==> src/hw/rtl/ita2enc_pkg.sv <==
// Shared types, constants and lookup table for the ASCII to ITA2 shift encoder.
`timescale 1ns / 1ps
`default_nettype none

package ita2enc_pkg;

  localparam int unsigned CODE_W        = 5;
  localparam int unsigned COUNT_W       = 6;
  localparam int unsigned RESULTS_MAX   = 3;
  localparam int unsigned QUEUE_DEPTH_DEF = 4;

  localparam logic [COUNT_W-1:0] MAX_CODES_RST = 6'd39;
  localparam logic [COUNT_W-1:0] COUNT_MAX     = 6'd63;

  // Table entry layout: class bits over the raw 5-bit code.
  localparam int unsigned CLS_LTRS_BIT = 5;
  localparam int unsigned CLS_FIGS_BIT = 6;
  localparam int unsigned CLS_ESC_BIT  = 7;

  localparam logic [7:0]        ESCAPE_SUBST = 8'h59;
  localparam logic [CODE_W-1:0] LTRS_CODE    = 5'h1F;
  localparam logic [CODE_W-1:0] FIGS_CODE    = 5'h1B;

  typedef enum logic [1:0] {
    SHIFT_LTRS    = 2'd0,
    SHIFT_FIGS    = 2'd1,
    SHIFT_UNKNOWN = 2'd2
  } shift_t;

  typedef struct packed {
    logic [7:0] ascii_char;
    logic       end_of_write;
    logic [1:0] receive_shift;
  } in_item_t;

  typedef struct packed {
    logic [CODE_W-1:0] code;
    logic              refused;
    logic              last_of_run;
  } out_item_t;

  // One classified character: up to three bit-reversed codes, sent in order.
  typedef struct packed {
    logic [RESULTS_MAX-1:0][CODE_W-1:0] codes;
    logic [1:0]                         cnt;      // number of beats, 1..3
    logic                               refused;  // first beat is a refusal
  } job_t;

  localparam logic [7:0] ITA2_TAB [128] = '{
    8'h00,8'h00,8'h00,8'h00,8'h00,8'h00,8'h00,8'h00,
    8'h00,8'h00,8'h02,8'h00,8'h00,8'h08,8'h00,8'h00,
    8'h00,8'h00,8'h00,8'h00,8'h00,8'h00,8'h00,8'h00,
    8'h00,8'h00,8'h00,8'h00,8'h00,8'h00,8'h00,8'h00,
    8'h04,8'h80,8'h80,8'h4D,8'h5A,8'h80,8'h80,8'h45,
    8'h4F,8'h52,8'h4B,8'h51,8'h4C,8'h43,8'h5C,8'h5D,
    8'h56,8'h57,8'h53,8'h41,8'h4A,8'h50,8'h55,8'h47,
    8'h46,8'h58,8'h4E,8'h80,8'h80,8'h5E,8'h80,8'h59,
    8'h54,8'h23,8'h39,8'h2E,8'h29,8'h21,8'h2D,8'h3A,
    8'h34,8'h26,8'h2B,8'h2F,8'h32,8'h3C,8'h2C,8'h38,
    8'h36,8'h37,8'h2A,8'h25,8'h30,8'h27,8'h3E,8'h33,
    8'h3D,8'h35,8'h31,8'h80,8'h80,8'h80,8'h80,8'h80,
    8'h80,8'h23,8'h39,8'h2E,8'h29,8'h21,8'h2D,8'h3A,
    8'h34,8'h26,8'h2B,8'h2F,8'h32,8'h3C,8'h2C,8'h38,
    8'h36,8'h37,8'h2A,8'h25,8'h30,8'h27,8'h3E,8'h33,
    8'h3D,8'h35,8'h31,8'h80,8'h80,8'h80,8'h80,8'h80
  };

  function automatic logic [CODE_W-1:0] rev5(input logic [CODE_W-1:0] c);
    rev5 = {c[0], c[1], c[2], c[3], c[4]};
  endfunction

endpackage

`default_nettype wire

==> src/hw/rtl/ita2enc_front.sv <==
// Front end: table lookup, shift tracking, packet count, builds one job per character.
`timescale 1ns / 1ps
`default_nettype none

module ita2enc_front (
  input  wire logic                                clk,
  input  wire logic                                rst_n,
  input  wire logic                                cfg_wr_en,
  input  wire logic [ita2enc_pkg::COUNT_W-1:0]     cfg_wr_data,
  input  wire logic                                in_valid,
  output logic                                     in_stall,
  input  wire ita2enc_pkg::in_item_t               in_data,
  input  wire logic                                q_full,
  output logic                                     q_push,
  output ita2enc_pkg::job_t                        q_job
);

  logic [ita2enc_pkg::COUNT_W-1:0] max_codes_r;
  logic [ita2enc_pkg::COUNT_W-1:0] cnt_r, cnt_nxt;
  ita2enc_pkg::shift_t             ts_r, ts_nxt;

  logic [6:0]                      ch;
  logic [7:0]                      ent;
  logic                            full;
  logic [1:0]                      n;
  logic [1:0]                      add;
  logic [ita2enc_pkg::COUNT_W:0]   sum;
  ita2enc_pkg::job_t               job;

  assign in_stall = q_full;
  assign q_push   = in_valid && !q_full;
  assign q_job    = job;

  always_comb begin
    ch     = in_data.ascii_char[6:0];
    ent    = ita2enc_pkg::ITA2_TAB[ch];
    if (ent[ita2enc_pkg::CLS_ESC_BIT]) begin
      ent = ita2enc_pkg::ESCAPE_SUBST;
    end
    full   = cnt_r >= max_codes_r;
    job    = '0;
    n      = 2'd0;
    add    = 2'd0;
    ts_nxt = ts_r;

    if (full) begin
      job.refused  = 1'b1;
      job.codes[0] = '0;
      n            = 2'd1;
    end else begin
      if (ent[ita2enc_pkg::CLS_LTRS_BIT] && ts_r != ita2enc_pkg::SHIFT_LTRS) begin
        job.codes[n] = ita2enc_pkg::rev5(ita2enc_pkg::LTRS_CODE);
        n            = n + 2'd1;
        add          = add + 2'd1;
        ts_nxt       = ita2enc_pkg::SHIFT_LTRS;
      end else if (ent[ita2enc_pkg::CLS_FIGS_BIT] && ts_r != ita2enc_pkg::SHIFT_FIGS) begin
        job.codes[n] = ita2enc_pkg::rev5(ita2enc_pkg::FIGS_CODE);
        n            = n + 2'd1;
        add          = add + 2'd1;
        ts_nxt       = ita2enc_pkg::SHIFT_FIGS;
      end
      job.codes[n] = ita2enc_pkg::rev5(ent[ita2enc_pkg::CODE_W-1:0]);
      n            = n + 2'd1;
      add          = add + 2'd1;
    end

    // saturating code count
    sum = {1'b0, cnt_r} + {{(ita2enc_pkg::COUNT_W-1){1'b0}}, add};
    if (sum > {1'b0, ita2enc_pkg::COUNT_MAX}) begin
      cnt_nxt = ita2enc_pkg::COUNT_MAX;
    end else begin
      cnt_nxt = sum[ita2enc_pkg::COUNT_W-1:0];
    end

    // end of write: restore receiver shift, then reopen the packet
    if (in_data.end_of_write) begin
      if (in_data.receive_shift == ita2enc_pkg::SHIFT_LTRS &&
          ts_nxt != ita2enc_pkg::SHIFT_LTRS) begin
        job.codes[n] = ita2enc_pkg::rev5(ita2enc_pkg::LTRS_CODE);
        n            = n + 2'd1;
      end else if (in_data.receive_shift == ita2enc_pkg::SHIFT_FIGS &&
                   ts_nxt != ita2enc_pkg::SHIFT_FIGS) begin
        job.codes[n] = ita2enc_pkg::rev5(ita2enc_pkg::FIGS_CODE);
        n            = n + 2'd1;
      end
      ts_nxt  = ita2enc_pkg::SHIFT_UNKNOWN;
      cnt_nxt = '0;
    end

    job.cnt = n;
  end

  always_ff @(posedge clk) begin
    if (!rst_n) begin
      max_codes_r <= ita2enc_pkg::MAX_CODES_RST;
      cnt_r       <= '0;
      ts_r        <= ita2enc_pkg::SHIFT_UNKNOWN;
    end else begin
      if (cfg_wr_en) begin
        max_codes_r <= cfg_wr_data;
      end
      if (q_push) begin
        cnt_r <= cnt_nxt;
        ts_r  <= ts_nxt;
      end
    end
  end

endmodule

`default_nettype wire

==> src/hw/rtl/ita2enc_fifo.sv <==
// Short job queue between the front end and the output sequencer.
`timescale 1ns / 1ps
`default_nettype none

module ita2enc_fifo #(
  parameter int unsigned DEPTH = ita2enc_pkg::QUEUE_DEPTH_DEF
) (
  input  wire logic              clk,
  input  wire logic              rst_n,
  input  wire logic              push,
  input  wire ita2enc_pkg::job_t wr_job,
  input  wire logic              pop,
  output ita2enc_pkg::job_t      rd_job,
  output logic                   full,
  output logic                   empty
);

  localparam int unsigned AW = (DEPTH > 1) ? $clog2(DEPTH) : 1;
  localparam int unsigned CW = $clog2(DEPTH + 1);

  ita2enc_pkg::job_t entries_r [DEPTH];
  logic [AW-1:0]     wr_ptr_r, rd_ptr_r;
  logic [CW-1:0]     count_r;

  assign full   = count_r == CW'(DEPTH);
  assign empty  = count_r == '0;
  assign rd_job = entries_r[rd_ptr_r];

  always_ff @(posedge clk) begin
    if (push) begin
      entries_r[wr_ptr_r] <= wr_job;
    end
  end

  always_ff @(posedge clk) begin
    if (!rst_n) begin
      wr_ptr_r <= '0;
      rd_ptr_r <= '0;
      count_r  <= '0;
    end else begin
      if (push) begin
        wr_ptr_r <= (wr_ptr_r == AW'(DEPTH - 1)) ? '0 : wr_ptr_r + AW'(1);
      end
      if (pop) begin
        rd_ptr_r <= (rd_ptr_r == AW'(DEPTH - 1)) ? '0 : rd_ptr_r + AW'(1);
      end
      if (push && !pop) begin
        count_r <= count_r + CW'(1);
      end else if (pop && !push) begin
        count_r <= count_r - CW'(1);
      end
    end
  end

  a_no_overflow: assert property (@(posedge clk) disable iff (!rst_n)
    push |-> !full || pop) else $error("job queue overflow");
  a_no_underflow: assert property (@(posedge clk) disable iff (!rst_n)
    pop |-> !empty) else $error("job queue underflow");
  a_count_bound: assert property (@(posedge clk) disable iff (!rst_n)
    count_r <= CW'(DEPTH)) else $error("job queue count out of range");

endmodule

`default_nettype wire

==> src/hw/rtl/ita2enc_back.sv <==
// Output sequencer: walks the head job one code per beat into the output register.
`timescale 1ns / 1ps
`default_nettype none

module ita2enc_back (
  input  wire logic              clk,
  input  wire logic              rst_n,
  input  wire ita2enc_pkg::job_t head,
  input  wire logic              q_empty,
  output logic                   q_pop,
  output logic                   out_valid,
  input  wire logic              out_stall,
  output ita2enc_pkg::out_item_t out_data
);

  logic                  out_valid_r;
  ita2enc_pkg::out_item_t out_r, out_nxt;
  logic [1:0]            idx_r;
  logic                  load;
  logic                  last_beat;

  assign out_valid = out_valid_r;
  assign out_data  = out_r;

  // output register refills whenever it is empty or being taken
  assign load      = !out_valid_r || !out_stall;
  assign last_beat = idx_r == (head.cnt - 2'd1);
  assign q_pop     = load && !q_empty && last_beat;

  always_comb begin
    out_nxt.code        = head.codes[idx_r];
    out_nxt.refused     = head.refused && idx_r == 2'd0;
    out_nxt.last_of_run = last_beat;
  end

  always_ff @(posedge clk) begin
    if (load && !q_empty) begin
      out_r <= out_nxt;
    end
  end

  always_ff @(posedge clk) begin
    if (!rst_n) begin
      out_valid_r <= 1'b0;
      idx_r       <= '0;
    end else if (load) begin
      out_valid_r <= !q_empty;
      if (!q_empty) begin
        idx_r <= last_beat ? 2'd0 : idx_r + 2'd1;
      end
    end
  end

  a_refused_zero: assert property (@(posedge clk) disable iff (!rst_n)
    out_valid_r && out_r.refused |-> out_r.code == '0)
    else $error("refused beat carries a code");
  a_idx_in_job: assert property (@(posedge clk) disable iff (!rst_n)
    !q_empty |-> idx_r < head.cnt) else $error("beat index past end of job");
  a_reset_idle: assert property (@(posedge clk)
    !rst_n |=> !out_valid_r && idx_r == '0) else $error("output not idle after reset");

endmodule

`default_nettype wire

==> src/hw/rtl/ascii_to_ita2_shift_encoder_unit.sv <==
// Top level of the ASCII to ITA2 shift encoder.
`timescale 1ns / 1ps
`default_nettype none

// Takes one ASCII character per beat and sends one to three bit-reversed ITA2 code
// beats: an optional letters/figures shift, the character code, and on end_of_write
// a code that restores the receiver's shift. A character arriving once the packet
// holds max_codes codes gives one refused beat. A character is taken every cycle
// while the job queue (QUEUE_DEPTH entries) has room; the output register sends one
// beat per cycle while out_stall is low. Each character's job is written into the
// queue and then loaded into the output register, which offers its first beat.
// max_codes is written through cfg_wr_en/cfg_wr_data and resets to 39.
module ascii_to_ita2_shift_encoder_unit #(
  parameter int unsigned QUEUE_DEPTH = ita2enc_pkg::QUEUE_DEPTH_DEF
) (
  input  wire logic                            clk,
  input  wire logic                            rst_n,
  input  wire logic                            cfg_wr_en,
  input  wire logic [ita2enc_pkg::COUNT_W-1:0] cfg_wr_data,
  input  wire logic                            in_valid,
  output logic                                 in_stall,
  input  wire ita2enc_pkg::in_item_t           in_data,
  output logic                                 out_valid,
  input  wire logic                            out_stall,
  output ita2enc_pkg::out_item_t               out_data
);

  logic              q_push, q_pop, q_full, q_empty;
  ita2enc_pkg::job_t q_wr_job, q_rd_job;

  ita2enc_front u_front (
    .clk         (clk),
    .rst_n       (rst_n),
    .cfg_wr_en   (cfg_wr_en),
    .cfg_wr_data (cfg_wr_data),
    .in_valid    (in_valid),
    .in_stall    (in_stall),
    .in_data     (in_data),
    .q_full      (q_full),
    .q_push      (q_push),
    .q_job       (q_wr_job)
  );

  ita2enc_fifo #(
    .DEPTH (QUEUE_DEPTH)
  ) u_fifo (
    .clk    (clk),
    .rst_n  (rst_n),
    .push   (q_push),
    .wr_job (q_wr_job),
    .pop    (q_pop),
    .rd_job (q_rd_job),
    .full   (q_full),
    .empty  (q_empty)
  );

  ita2enc_back u_back (
    .clk       (clk),
    .rst_n     (rst_n),
    .head      (q_rd_job),
    .q_empty   (q_empty),
    .q_pop     (q_pop),
    .out_valid (out_valid),
    .out_stall (out_stall),
    .out_data  (out_data)
  );

endmodule

`default_nettype wire
==> config.mk <==
export PLATFORM = sky130hd
export DESIGN_NAME = ascii_to_ita2_shift_encoder_unit
export DESIGN_NICKNAME = d
export VERILOG_FILES = /design/src/hw/rtl/ita2enc_pkg.sv /design/src/hw/rtl/ita2enc_front.sv /design/src/hw/rtl/ita2enc_fifo.sv /design/src/hw/rtl/ita2enc_back.sv /design/src/hw/rtl/ascii_to_ita2_shift_encoder_unit.sv
export SDC_FILE = /design/constraint.sdc
export NUM_CORES = 1
export LEC_CHECK = 0
export ABC_AREA = 1
export BUFFER_PORTS_ARGS = -buffer_cell sky130_fd_sc_hd__buf_2
export CORE_AREA = 5 5 118 120
export CTS_CLUSTER_SIZE = 28
export DETAILED_ROUTE_END_ITERATION = 6
export DIE_AREA = 0 0 123 125
export PLACE_DENSITY = 0.58
export SYNTH_ARGS = -nofsm -noshare
export SYNTH_HDL_FRONTEND = slang
export SYNTH_SLANG_ARGS = --single-unit
==> constraint.sdc <==
create_clock -name clk -period 3.7 [get_ports clk]
set_input_delay 0.74 -clock clk [delete_from_list [all_inputs] [get_ports clk]]
set_output_delay 0.74 -clock clk [all_outputs]
set_load 0.01 [all_outputs]
# Word level (Yosys, flattened, before mapping)
# Memories as Yosys holds them, arrays and structs flattened. A register that Yosys moved wholly into a read port is not among the register bits.
# Index checks and enable logic that the tools add are counted.
[classes] addsub=9 n_lt_le_gt_ge=8 n_eq_ne=7 mux=42 n_bitwise=6 n_reduce_logical=26
[ops] operator="15-bit 2-to-1 mux" n=3
[ops] operator="5-bit 2-to-1 mux" n=7
[ops] operator="2-bit 2-to-1 mux" n=16
[ops] operator="5-bit demux with 2-bit select" n=2
[ops] operator="8-bit 2-to-1 mux" n=2
[ops] operator="15-bit bitwise mux" n=1
[ops] operator="15-bit bitwise OR" n=1
[ops] operator="1-bit logical AND" n=12
[ops] operator="6-bit 2-to-1 mux" n=2
[ops] operator="12-bit bitwise OR" n=1
[ops] operator="2-bit by 1-bit adder with 2-bit output, second input constant" n=5
[ops] operator="5-bit binary-select mux with 2-bit select" n=1
[ops] operator="10-bit 2-to-1 mux" n=1
[ops] operator="2-bit by 3-bit < comparator with 1-bit output, second input constant" n=3
[ops] operator="8-bit >= comparator, second input constant" n=1
[ops] operator="7-bit inverter with 8-bit output" n=1
[ops] operator="6-bit by 2-bit adder with 7-bit output" n=1
[ops] operator="7-bit by 6-bit greater-than comparator with 1-bit output, second input constant" n=1
[ops] operator="7-bit 2-to-1 mux" n=1
[ops] operator="6-bit >= comparator" n=1
[ops] operator="1-bit logical NOT" n=6
[ops] operator="3-bit 2-to-1 mux" n=2
[ops] operator="2-bit nonzero test" n=3
[ops] operator="2-bit equality test, second input constant" n=2
[ops] operator="other kinds (16)" n=22
[word_totals] register_bits=31 ramBits=72 rom_bits=1024 in_bits=22 out_inout_bits=9 wordCells=111 mem_count=2
[memory_table] memory="(no name shown)" depth=128 word_bits=8 rd=1 rd_ports_with_merged_regs=0 write_ports=0 line="ita2enc_front.sv:36" source="ent = ita2enc_pkg::ITA2_TAB[ch];"
[memory_table] memory="u_fifo.entries_r" depth=4 word_bits=18 rd=1 rd_ports_with_merged_regs=1 write_ports=1 line="ita2enc_fifo.sv:21" source="ita2enc_pkg::job_t entries_r [DEPTH];"

# Depth between registers and ports, before layout
# Gate-level depths: netlist of the first run.
[depth] word_depth=20 ltp_mapped=22 ltp_nobuf=22

# By module
# A second synthesis of the first run with hierarchy kept.
[hier_totals] hier_cells=606 area_unflattened_um2=5641.7
[by_module_without_submodules] module="ita2enc_fifo" instances=1 cells_per_inst=233 area_per_inst_um2=3165.5 seq_area_each_um2=2342.2
[by_module_without_submodules] module="ita2enc_front" instances=1 cells_per_inst=306 area_per_inst_um2=1928.1 seq_area_each_um2=280.3
[by_module_without_submodules] module="ita2enc_back" instances=1 cells_per_inst=67 area_per_inst_um2=548.0 seq_area_each_um2=270.3

# Worst setup path after synthesis of the first run
# OpenSTA, ideal clock, no wires.
[synth_path] path_type="input port to flip-flop" from="in in_data[3] in the netlist's numbering" to="reg u_front.cnt_r[4] in the netlist's numbering" arrival_time_ps=2984 setup_slack_ps=620 stages=21 path_cell_list="inv_1 -> ha_1 -> inv_1 -> nand2_1 -> nand3_1 -> nor2_1 -> nor2_1 -> nor2_4 -> nand2_4 -> nand2_1 -> nand2_1 -> nor2_1 -> ha_1 -> fa_1 -> nand2_1 -> nor2_1 -> inv_1 -> nor2_1 -> inv_1 -> o21ai_0 -> a221oi_1"
[synth_via] elab_chain_len=15 elab_cells_between_ends=16 classes_between="add/sub: 2; order compare: 1; mux: 9; bitwise: 1; reduce/logical: 2; memory: 1"
[synth_lines] element="from (decl)" line="ascii_to_ita2_shift_encoder_unit.sv:22" source="input wire ita2enc_pkg::in_item_t in_data,"
[synth_lines] element="7-bit inverter with 8-bit output (implied by the code) (*)" line="ita2enc_front.sv:36"
[synth_lines] element="memory read 128 x 8 bit (*)"
[synth_lines] element="8-bit 2-to-1 mux (implied by the code) (*) (2 in a row)" line="ita2enc_front.sv:36"
[synth_lines] element="7-bit 2-to-1 mux (*)" line="ita2enc_front.sv:37" source="if (ent[ita2enc_pkg::CLS_ESC_BIT]) begin"
[synth_lines] element="1-bit logical AND" line="ita2enc_front.sv:56" source="end else if (ent[ita2enc_pkg::CLS_FIGS_BIT] && ts_r != ita2enc_pkg::SHIFT_FIGS) begin"
[synth_lines] element="1-bit 2-to-1 mux" line="ita2enc_front.sv:56"
[synth_lines] element="2-bit 2-to-1 mux (*)" line="ita2enc_front.sv:51" source="if (ent[ita2enc_pkg::CLS_LTRS_BIT] && ts_r != ita2enc_pkg::SHIFT_LTRS) begin"
[synth_lines] element="2-bit 2-to-1 mux (*)" line="ita2enc_front.sv:46" source="if (full) begin"
[synth_lines] element="2-bit by 1-bit adder with 2-bit output (*)" line="ita2enc_front.sv:64" source="add = add + 2'd1;"
[synth_lines] element="2-bit 2-to-1 mux (*)" line="ita2enc_front.sv:46"
[synth_lines] element="6-bit by 2-bit adder with 7-bit output (*)" line="ita2enc_front.sv:68" source="sum = {1'b0, cnt_r} + {{(ita2enc_pkg::COUNT_W-1){1'b0}}, add};"
[synth_lines] element="7-bit by 6-bit greater-than comparator with 1-bit output" line="ita2enc_front.sv:69" source="if (sum > {1'b0, ita2enc_pkg::COUNT_MAX}) begin"
[synth_lines] element="6-bit 2-to-1 mux (*)" line="ita2enc_front.sv:69"
[synth_lines] element="6-bit 2-to-1 mux (*)" line="ita2enc_front.sv:76" source="if (in_data.end_of_write) begin"
[synth_lines] element="to (signal assigned)" line="ita2enc_front.sv:103" source="cnt_r <= cnt_nxt;"
[synth_lines] element="to (decl)" line="ita2enc_front.sv:19" source="logic [ita2enc_pkg::COUNT_W-1:0] cnt_r, cnt_nxt;"
# Every way passes the cells marked *; elsewhere a longest branch is shown, timed or not. The select of a mux whose other input is x is not followed.
# A chain may end at the register's enable or synchronous reset.

# Worst setup path in the final report of the first run
[layout_path] from="in in_data[3] in the netlist's numbering" to="reg u_front.cnt_r[2] in the netlist's numbering"
# The elaborated chain is that of the path after synthesis.

==> flow_metrics.env, run 1 <==
export IMPL_outcome="complete, no violations"
export IMPL_seq_area_frac_synth_pct=50.8
export IMPL_grt_max_degree=31
export IMPL_synthesis_nets=604
export IMPL_start_kind="primary input"
export IMPL_post_cts_buffers=0
export IMPL_hold_viol=0
export IMPL_routed_wirelength_mm=11.1
export IMPL_vias=3865
export IMPL_synth_warnings=0
export IMPL_syn2layout_area_growth_pct=13.6
export IMPL_h_tree_depth=3
export IMPL_drive_gt1_share_pct=14.5
export IMPL_drc=0
export IMPL_portBuffers=29
export IMPL_drtIter0Drc=220
export IMPL_place_gp_congestion=0.906
export IMPL_hold_path_class="reg -> reg"
export IMPL_numCtsBuffers=9
export IMPL_die_w_um=123
export IMPL_setup_viol=0
export IMPL_whs_ns=0.479
export IMPL_wl_per_cell_um=14.3
export IMPL_clk_pin_slew_ns=0.06
export IMPL_dr_pass1_iters=4
export IMPL_cts_resized=0
export IMPL_p_per_area_nw_per_um2=544
export IMPL_critPathMaxStageDelay_ns=0.41
export IMPL_clk_latency_ns=0.33
export IMPL_netlist_area_um2=4980
export IMPL_die_area_um2=15400
export IMPL_tns_ns=0
export IMPL_crit_fanout=9
export IMPL_final_max_slew_viol_count=0
export IMPL_fin_skew_ns=0.00824
export IMPL_antenna_left=0
export IMPL_path_buf_inv=5
export IMPL_grt_pass1_wl_mm=18.6
export IMPL_path_class="in -> reg"
export IMPL_clock_sinks=93
export IMPL_p_comb_share_pct=27.5
export IMPL_grt_overflow=0
export IMPL_rsz0062_at_grt="false"
export IMPL_post_synth_num_cell_types=45
export IMPL_pwr_share_clk_pct=26.9
export IMPL_ys_flop_type="edfxtp_1"
export IMPL_ys_seq_elements=93
export IMPL_clock_path_buffers=2
export IMPL_n_antenna_cell=0
export IMPL_io_pins=31
export IMPL_antenna_found_initial=0
export IMPL_final_util_pct=44.0
export IMPL_max_cap_violations=0
export IMPL_r2r_end="u_front.cnt_r[0]$_SDFFE_PN0P_"
export IMPL_grtUsageTotal_pct=15.1
export IMPL_crit_top_cell="nor2_1"
export IMPL_fmax_ghz=0.314
export IMPL_coreArea_um2=12900
export IMPL_finalCriticalPeriod_ns=3.19
export IMPL_clock_tree_root_cell="clkbuf_16"
export IMPL_p_int_mw=2.07
export IMPL_grt_pass1_vias=3707
export IMPL_power_leakage_nw=2.33
export IMPL_ctsHoldBuffers=0
export IMPL_worst_slew_pin_transition_ns=0.658
export IMPL_swShare_pct=32.6
export IMPL_peakVddDrop_mv=0.200
export IMPL_crit_arrival_ns=3.38
export IMPL_core_rowCount=42
export IMPL_r2r_start="u_front.cnt_r[3]$_SDFFE_PN0P_"
export IMPL_path_cells="buf_2 > inv_1 > ha_1 > inv_1 > nand2_1 > nand3_1 > nor2_1 > nor2_1 > nor2_4 > nand2_4 > nand2_1 > nand2_1 > nor2_1 > ha_1 > fa_1 > nand2_1 > nor2_1 > inv_1 > nor2_1 > inv_1 > nor2_1 > o21ai_0 > a21oi_1"
export IMPL_viasPerCell=4.99
export IMPL_cpMaxStageDelayCell="fa_1"
export IMPL_ff2ff_path_depth=18
export IMPL_cp_top_family="simple AND/OR/NAND/NOR gates"
export IMPL_critPathCaptureType="flop"
export IMPL_min_delay_start="u_front.max_codes_r[3]$_SDFFE_PN0P_"
export IMPL_syn_inst=556
export IMPL_dp_hpwl_mm=8.02
export IMPL_fin_nets=642
export IMPL_min_delay_path_depth=2
export IMPL_synth_edf_count=67
export IMPL_die_height_um=125
export IMPL_rrSetupSlack_ns=0.86
export IMPL_whs_endpoint="u_front.max_codes_r[3]$_SDFFE_PN0P_"
export IMPL_postSynthAreaPerCell_um2=8.96
export IMPL_cts_tree="yes"
export IMPL_start_util_pct=38.7
export IMPL_period_share_pct=86.1
export IMPL_max_slew_margin_pct=55.8
export IMPL_worstPathRequired_ns=3.89
export IMPL_pwr_share_seq_pct=45.6
export IMPL_switchingPower_mw=1.00
export IMPL_async_flop_share_pct=0
[worst max path at each step]
stage	depth (start not counted)	slack, ns	startpoint	end
after floorplan	21	0.62	in_data[3]	u_front.cnt_r[4]$_SDFFE_PN0P_
after global placement	23	0.23	in_data[3]	u_front.cnt_r[1]$_SDFFE_PN0P_
after detailed placement	23	0.18	in_data[3]	u_front.cnt_r[1]$_SDFFE_PN0P_
after CTS	22	0.52	in_data[3]	u_front.cnt_r[4]$_SDFFE_PN0P_
after global routing	23	0.19	in_data[3]	u_front.cnt_r[0]$_SDFFE_PN0P_
final	23	0.51	in_data[3]	u_front.cnt_r[2]$_SDFFE_PN0P_
[routing by layer]
layer	part of all wire, %	vias to the layer above	global-route usage, %
li1	-	1980	-
met2	48	78	24.7
met1	46	1796	20.2
met5	0	-	0
met3	3.8	11	2.57
met4	1.5	0	4.76
[kinds of logic after synthesis]
| group | share of synthesized area (%) |
|---|---|
| AOI/OAI and AO/OA | 15.7 |
| xor gates and xnor gates | 0.527 |
| adders and majority gates | 6.83 |
| buffers and inverters | 6.25 |
| DFF | 50.8 |
| and+or+nand+nor | 19.9 |
[registers in the layout, indices dropped and copies added (netlist names), named ones only]
name / flops
u_fifo.entries_r: 60
u_back.out_data: 7
u_front.cnt_r: 6
u_front.max_codes_r: 6
u_fifo.count_r: 3
u_back.idx_r: 2
u_fifo.rd_ptr_r: 2
u_fifo.wr_ptr_r: 2
u_front.ts_r: 2
u_back.out_valid: 1
[layout by cell type (no fill, tap or decap), drive strengths merged]
master    Yosys  routed
clkinv        2       3
nor3          6       6
o221ai        7       7
clkbuf       14      11
o211ai       11      11
or2           2       2
nand2       109     109
o21ai        66      66
inv          63      65
a211oi        2       2
nand4         3       3
fa            2       2
ha           24      24
nand3        29      29
o31ai         1       1
a221oi        1       1
buf           3      44
clkinvlp      0       2
nand3b        1       1
a31oi         3       3
a21oi        31      31
nor2         68      68
edfxtp       67      67
dfxtp        26      26
o41ai         1       1
o22ai         6       6
nor3b         1       1
o2111ai       2       2
xor2          3       3
a21boi        2       2
[cell type report]
type,count,area [µm²]
tap,176,220
multi-input combinational,381,2140
timing repair buffer,44,258
fill,1252,7210
clock inverter,5,35.0
sequential,93,2530
clock buffer,11,233
inverter,65,245
[synth_stat cells, drive strengths merged (6+ instances only)]
master	n	share of area [%]
a21oi	31	3.2
clkbuf	14	1.1
dfxtp	26	10
edfxtp	67	40
ha	24	6.0
inv	63	4.7
nand2	109	9.1
nand3	29	3.5
nor2	68	5.6
nor3	6	0.83
o211ai	11	1.7
o21ai	66	6.9
o221ai	7	1.2
o22ai	6	0.75
[through the flow]
stage          power (mW)  area [µm²]  setup slack, ns  instances
2_1_floorplan        2.00        4980            0.620        556
3_3_place_gp         2.26        5400            0.226        759
3_5_place_dp         2.28        5400            0.180        759
4_1_cts              3.11        5660            0.519        775
5_1_grt              3.29        5660            0.191        775
6_report             3.08        5660            0.513        775
[worst min-delay path, cell delays in order (launching register included)]
cell and delay (ns):
dfxtp_1 0.30, inv_1 0.07, a21oi_1 0.06
[power groups by stage]
stage                     Clock [mW]  Combinational (mW)  Sequential (mW)
after floorplan                    0               0.565             1.43
after global placement             0               0.837             1.42
after detailed placement           0               0.853             1.43
after CTS                      0.855               0.856             1.40
after global routing           0.898               0.972             1.42
final                          0.829               0.846             1.40
Note: power is estimated with default switching activity, not from simulation.
==> run 2: changes to the inputs <==
--- a/config.mk
+++ b/config.mk
@@ -7,11 +7,12 @@
 export LEC_CHECK = 0
 export ABC_AREA = 1
 export BUFFER_PORTS_ARGS = -buffer_cell sky130_fd_sc_hd__buf_2
-export CORE_AREA = 5 5 118 120
+export CORE_AREA = 5 5 125 127
 export CTS_CLUSTER_SIZE = 28
 export DETAILED_ROUTE_END_ITERATION = 6
-export DIE_AREA = 0 0 123 125
+export DIE_AREA = 0 0 130 132
 export PLACE_DENSITY = 0.58
 export SYNTH_ARGS = -nofsm -noshare
 export SYNTH_HDL_FRONTEND = slang
+export SYNTH_HIERARCHICAL = 1
 export SYNTH_SLANG_ARGS = --single-unit
==> flow_metrics.env, run 2 <==
export IMPL_clk_pin_slew_ns=0.07
export IMPL_crit_arrival_ns=3.42
export IMPL_fin_skew_ns=0.0161
export IMPL_cts_tree="yes"
export IMPL_drtIter0Drc=255
export IMPL_crit_fanout=7
export IMPL_seq_area_frac_synth_pct=51.3
export IMPL_drc=0
export IMPL_syn2layout_area_growth_pct=10.9
export IMPL_ys_seq_elements=105
export IMPL_power_leakage_nw=2.64
export IMPL_grtUsageTotal_pct=14.9
export IMPL_multi_input_area_um2=2250
export IMPL_path_cells="buf_2 > inv_1 > ha_1 > inv_1 > nand2_1 > nand3_1 > nor2_1 > nor2_1 > nor2_4 > nand2_4 > nand2_1 > nand2_1 > nor2_1 > ha_1 > fa_1 > nand2_1 > nor2_1 > inv_1 > nor2_1 > nand2_1 > inv_1 > o21ai_0 > a21oi_1"
export IMPL_r2r_end="u_fifo/count_r[2]$_SDFFE_PN0P_"
export IMPL_async_flop_share_pct=0
export IMPL_timing_final_ws_setup_ns=0.502
export IMPL_worstPathRequired_ns=3.92
export IMPL_clock_tree_root_cell="clkbuf_16"
export IMPL_wl_per_cell_um=15.0
export IMPL_grt_overflow=0
export IMPL_routed_wirelength_mm=12.4
export IMPL_dr_pass1_iters=5
export IMPL_fin_nets=684
export IMPL_setup_viol=0
export IMPL_critPathMaxStageDelay_ns=0.39
export IMPL_clock_sinks=105
export IMPL_post_synth_num_cell_types=41
export IMPL_grt_pass1_vias=4099
export IMPL_viasPerCell=5.06
export IMPL_final_max_slew_viol_count=0
export IMPL_vias=4178
export IMPL_h_tree_depth=3
export IMPL_start_util_pct=39.4
export IMPL_largest_register="u_fifo/entries_r"
export IMPL_synthesis_nets=654
export IMPL_clk_latency_ns=0.35
export IMPL_ys_top_cells_by_count="nand2_1 (91), edfxtp_1 (79), nor2_1 (74)"
export IMPL_synth_top_area_share_pct=42.0
export IMPL_yosysTopAreaCell="edfxtp_1"
export IMPL_start_kind="primary input"
export IMPL_final_cell_mix="nand2_1 (91), edfxtp_1 (79), nor2_1 (74), inv_1 (67), o21ai_0 (48)"
export IMPL_portBuffers=29
export IMPL_synth_edf_count=79
export IMPL_hold_viol=0
export IMPL_max_cap_violations=0
export IMPL_die_height_um=132
export IMPL_clock_path_buffers=2
export IMPL_rsz0062_at_grt="false"
export IMPL_cts_resized=0
export IMPL_largest_reg_flops=72
export IMPL_p_per_area_nw_per_um2=637
export IMPL_die_area_um2=17200
export IMPL_core_rowCount=44
export IMPL_ctsHoldBuffers=0
export IMPL_finalCriticalPeriod_ns=3.20
export IMPL_layout_commonest_cell="nand2_1"
export IMPL_min_delay_path_depth=2
export IMPL_hold_path_class="reg -> reg"
export IMPL_synth_warnings=6
export IMPL_place_gp_congestion=0.872
export IMPL_grt_pass1_wl_mm=20.4
export IMPL_stdcell_area_um2=6260
export IMPL_regArea_um2=2890
export IMPL_peakVddDrop_mv=0.243
export IMPL_die_w_um=130
export IMPL_postSynthAreaPerCell_um2=9.31
export IMPL_drive_gt1_share_pct=15.6
export IMPL_ff2ff_path_depth=18
export IMPL_ys_flop_type="edfxtp_1"
export IMPL_pre_cts_ws_ns=0.196
export IMPL_coreArea_um2=14300
export IMPL_worst_slew_pin_transition_ns=0.904
export IMPL_grt_max_degree=37
export IMPL_yosysMostFrequentCell="nand2_1"
export IMPL_n_antenna_cell=0
export IMPL_tns_ns=0
export IMPL_period_share_pct=86.4
export IMPL_path_class="in -> reg"
export IMPL_numCtsBuffers=9
export IMPL_post_cts_buffers=0
export IMPL_antenna_left=0
export IMPL_max_slew_margin_pct=39.6
export IMPL_min_delay_start="u_front/max_codes_r[1]$_SDFFE_PN1P_"
export IMPL_rrSetupSlack_ns=0.83
export IMPL_cpMaxStageDelayCell="fa_1"
export IMPL_critPathCaptureType="flop"
export IMPL_antenna_found_initial=0
export IMPL_nFillCells=1399
export IMPL_syn_inst=606
export IMPL_whs_endpoint="u_front/max_codes_r[1]$_SDFFE_PN1P_"
export IMPL_netlist_area_um2=5640
export IMPL_io_pins=31
export IMPL_ys_top_cells_by_area="edfxtp_1 (42%), dfxtp_1 (9.2%), nand2_1 (6.1%), ha_1 (5.3%), nor2_1 (4.9%)"
export IMPL_dp_hpwl_mm=8.73
export IMPL_fmax_ghz=0.313
export IMPL_dpl_instance_area_um2=5920
export IMPL_outcome="complete, no violations"
run 2: changes by cell type in the layout (fill, tap and decap cells not counted), sizes merged, moves of 3 or more:
| cell | previous run | this run |
|---|---|---|
| edfxtp | 67 | 79 |
| nand2 | 109 | 106 |
| o21ai | 66 | 71 |
| nor2 | 68 | 81 |
| nand3 | 29 | 33 |
| a21oi | 31 | 28 |
| o22ai | 6 | 20 |
| inv | 65 | 78 |
| o221ai | 7 | 3 |
run 2: cells by family (layout without fill, tap and decap cells):
group | count (synthesis) | count (layout) | share of synthesized area (%)
simple gates | 231 | 231 | 19.4
compound gates | 142 | 142 | 14.3
flops | 105 | 105 | 51.3
buf+inv | 101 | 136 | 8.83
fa+ha+maj | 26 | 26 | 6.03
xor+xnor | 1 | 1 | 0.155
run 2: layer usage:
metal	global-route usage [%]	up-vias	routed length, µm
met5	0	-	0
met4	4.39	0	166
met3	3.16	12	550
met2	24.9	98	5980
met1	19.5	1932	5700
li1	-	2136	-
run 2: worst max-delay path: cells and delay by family:
kind,cells,cell delay (ns)
buffers and inverters,5,0.47
AO/OA/AOI/OAI,2,0.25
AND/OR/NAND/NOR,13,1.03
adder cells (fa/ha/maj),3,0.91
run 2: power breakdown:
part | internal (mW) | switching, mW
sequential | 1.54 | 0.125
combinational | 0.431 | 0.854
clock | 0.606 | 0.433
run 2: cell type report:
class,instances,area share (%)
sequential,105,46.2
tap,184,3.68
timing repair buffer,42,3.88
multi-input combinational,400,36.0
clock buffer,9,3.60
inverter,78,4.88
clock inverter,7,1.76
run 2: how the worst max path moves through the flow:
stage | startpoint | slack [ns] | end
6_report | in_data[3] | 0.50 | u_front/cnt_r[0]$_SDFFE_PN0P_
5_1_grt | in_data[3] | 0.21 | u_front/cnt_r[1]$_SDFFE_PN0P_
4_1_cts | in_data[3] | 0.56 | u_front/cnt_r[0]$_SDFFE_PN0P_
3_5_place_dp | in_data[3] | 0.20 | u_front/cnt_r[0]$_SDFFE_PN0P_
3_3_place_gp | in_data[3] | 0.21 | u_front/cnt_r[0]$_SDFFE_PN0P_
2_1_floorplan | in_data[3] | 0.58 | u_front/cnt_r[0]$_SDFFE_PN0P_
run 2: stage by stage:
step           instances  total power [mW]  utilization (%)  hold slack [ns]
6_report             825              3.98             43.7            0.482
5_1_grt              825              4.27             43.7            0.520
4_1_cts              825              4.04             43.7            0.483
3_5_place_dp         809              2.98             41.4            0.474
3_3_place_gp         809              2.95             41.4            0.470
2_1_floorplan        606              2.66                -            0.435
==> run 3: changes to the inputs <==
--- a/config.mk
+++ b/config.mk
@@ -12,6 +12,7 @@
 export DETAILED_ROUTE_END_ITERATION = 6
 export DIE_AREA = 0 0 130 132
 export PLACE_DENSITY = 0.58
+export RECOVER_POWER = 100
 export SYNTH_ARGS = -nofsm -noshare
 export SYNTH_HDL_FRONTEND = slang
 export SYNTH_HIERARCHICAL = 1
==> flow_metrics.env, run 3 (same netlist as run 2, synthesis figures left out) <==
export IMPL_grt_pass1_wl_mm=20.4
export IMPL_r2r_end="u_fifo/count_r[2]$_SDFFE_PN0P_"
export IMPL_clock_tree_root_cell="clkbuf_16"
export IMPL_fmax_ghz=0.306
export IMPL_numCtsBuffers=9
export IMPL_min_delay_start="u_front/max_codes_r[1]$_SDFFE_PN1P_"
export IMPL_start_util_pct=39.4
export IMPL_rsz0062_at_grt="false"
export IMPL_cp_top_family="simple AND/OR/NAND/NOR gates"
export IMPL_worst_slew_pin_transition_ns=0.896
export IMPL_largest_reg_flops=72
export IMPL_core_rowCount=44
export IMPL_wl_per_cell_um=15.0
export IMPL_path_buf_inv=5
export IMPL_fin_nets=684
export IMPL_stdcell_area_um2=6200
export IMPL_grt_pass1_vias=4099
export IMPL_routed_wirelength_mm=12.4
export IMPL_final_max_slew_viol_count=0
export IMPL_rrSetupSlack_ns=0.47
export IMPL_cpMaxStageDelayCell="fa_1"
export IMPL_gr_usage_met3_pct=3.16
export IMPL_drc=0
export IMPL_timing_final_ws_setup_ns=0.428
export IMPL_grt_max_degree=37
export IMPL_critPathMaxStageDelay_ns=0.39
export IMPL_whs_endpoint="u_front/max_codes_r[1]$_SDFFE_PN1P_"
export IMPL_antenna_left=0
export IMPL_die_height_um=132
export IMPL_min_delay_path_depth=2
export IMPL_crit_arrival_ns=3.50
export IMPL_hold_path_class="reg -> reg"
export IMPL_fin_skew_ns=0.0161
export IMPL_crit_start="in_data[3]"
export IMPL_outcome="complete, no violations"
export IMPL_dr_pass1_iters=5
export IMPL_setup_viol=0
export IMPL_start_kind="primary input"
export IMPL_h_tree_depth=3
export IMPL_ff2ff_path_depth=18
export IMPL_antenna_found_initial=0
export IMPL_clock_sinks=105
export IMPL_dpl_instance_area_um2=5920
export IMPL_power_mw=3.94
export IMPL_path_cells="buf_2 > inv_1 > ha_1 > inv_1 > nand2_1 > nand3_1 > nor2_1 > nor2_1 > nor2_4 > nand2_1 > nand2_1 > nand2_1 > nor2_1 > ha_1 > fa_1 > nand2_1 > nor2_1 > inv_1 > nor2_1 > nand2_1 > inv_1 > o21ai_0 > a21oi_1"
export IMPL_die_area_um2=17200
export IMPL_path_class="in -> reg"
export IMPL_final_cell_mix="nand2_1 (95), edfxtp_1 (79), nor2_1 (74), inv_1 (69), o21ai_0 (52)"
export IMPL_vias=4172
export IMPL_grtUsageTotal_pct=14.9
export IMPL_crit_top_cell="nand2_1"
export IMPL_drive_gt1_share_pct=11.9
export IMPL_clk_latency_ns=0.35
export IMPL_portBuffers=29
export IMPL_grt_overflow=0
export IMPL_layout_commonest_cell="nand2_1"
export IMPL_post_cts_buffers=0
export IMPL_viasPerCell=5.06
export IMPL_peakVddDrop_mv=0.241
export IMPL_coreArea_um2=14300
export IMPL_largest_register="u_fifo/entries_r"
export IMPL_worstPathRequired_ns=3.92
export IMPL_crit_fanout=7
export IMPL_n_antenna_cell=0
export IMPL_syn2layout_area_growth_pct=9.82
export IMPL_finalCriticalPeriod_ns=3.27
export IMPL_p_per_area_nw_per_um2=635
export IMPL_hold_viol=0
export IMPL_dp_cells=809
export IMPL_dp_hpwl_mm=8.73
export IMPL_globalRouteMet2Util_pct=24.9
export IMPL_cts_resized=0
export IMPL_drtIter0Drc=248
export IMPL_io_pins=31
export IMPL_max_cap_violations=0
export IMPL_final_util_pct=43.3
export IMPL_tns_ns=0
export IMPL_ctsHoldBuffers=0
export IMPL_cts_tree="yes"
export IMPL_die_w_um=130
export IMPL_period_share_pct=88.4
export IMPL_top_usage_layer="met2"
export IMPL_pre_cts_ws_ns=0.196
export IMPL_place_gp_congestion=0.872
export IMPL_critPathCaptureType="flop"
export IMPL_whs_ns=0.482
export IMPL_max_slew_margin_pct=40.2
export IMPL_power_leakage_nw=2.58
export IMPL_clock_path_buffers=2
export IMPL_clk_pin_slew_ns=0.07
export IMPL_stdcell_count=825
export IMPL_grt_use_met1_pct=19.5
## run 3: cell count changes in the layout (fill, tap and decap cells not counted), moves of 3 or more
cell,previous run,this run
o21ai_0,48,52
buf_2,29,18
inv_2,7,4
nand2_2,10,7
buf_4,13,9
clkbuf_1,0,15
o21ai_1,23,19
nand2_1,91,95
## run 3: metal layers
layer	up-vias	share of wire, %	wire length, µm
li1	2132	-	-
met1	1934	46	5750
met2	94	48	5980
met3	12	4.1	503
met4	0	1.3	166
met5	-	0	0
## run 3: final cells by class
cell class | instances | area, µm²
clock buffer | 9 | 225
clock inverter | 7 | 110
fill | 1405 | 8120
inverter | 78 | 305
multi-input combinational | 400 | 2220
sequential | 105 | 2890
tap | 184 | 230
timing repair buffer | 42 | 214
## run 3: report_power, final
part / switching, mW / leakage [nW] / internal (mW) / total (mW)
combinational: 0.837 / 1.47 / 0.396 / 1.23
sequential: 0.126 / 0.942 / 1.54 / 1.66
clock: 0.436 / 0.165 / 0.606 / 1.04
## run 3: worst max-delay path by stage
stage | end | cells after the start
final | u_front/cnt_r[0]$_SDFFE_PN0P_ | 23
after global routing | u_front/cnt_r[1]$_SDFFE_PN0P_ | 23
after CTS | u_front/cnt_r[0]$_SDFFE_PN0P_ | 23
after detailed placement | u_front/cnt_r[0]$_SDFFE_PN0P_ | 23
after global placement | u_front/cnt_r[0]$_SDFFE_PN0P_ | 23
after floorplan | u_front/cnt_r[0]$_SDFFE_PN0P_ | 22
## run 3: worst register-to-register path, delay by kind of cell, from the launching register on
| kind | cells | cell delay, ns |
|---|---|---|
| simple gates | 9 | 0.76 |
| compound gates | 1 | 0.23 |
| fa+ha+maj | 2 | 0.56 |
| buf+inv | 6 | 0.91 |
| flops | 1 | 0.68 |
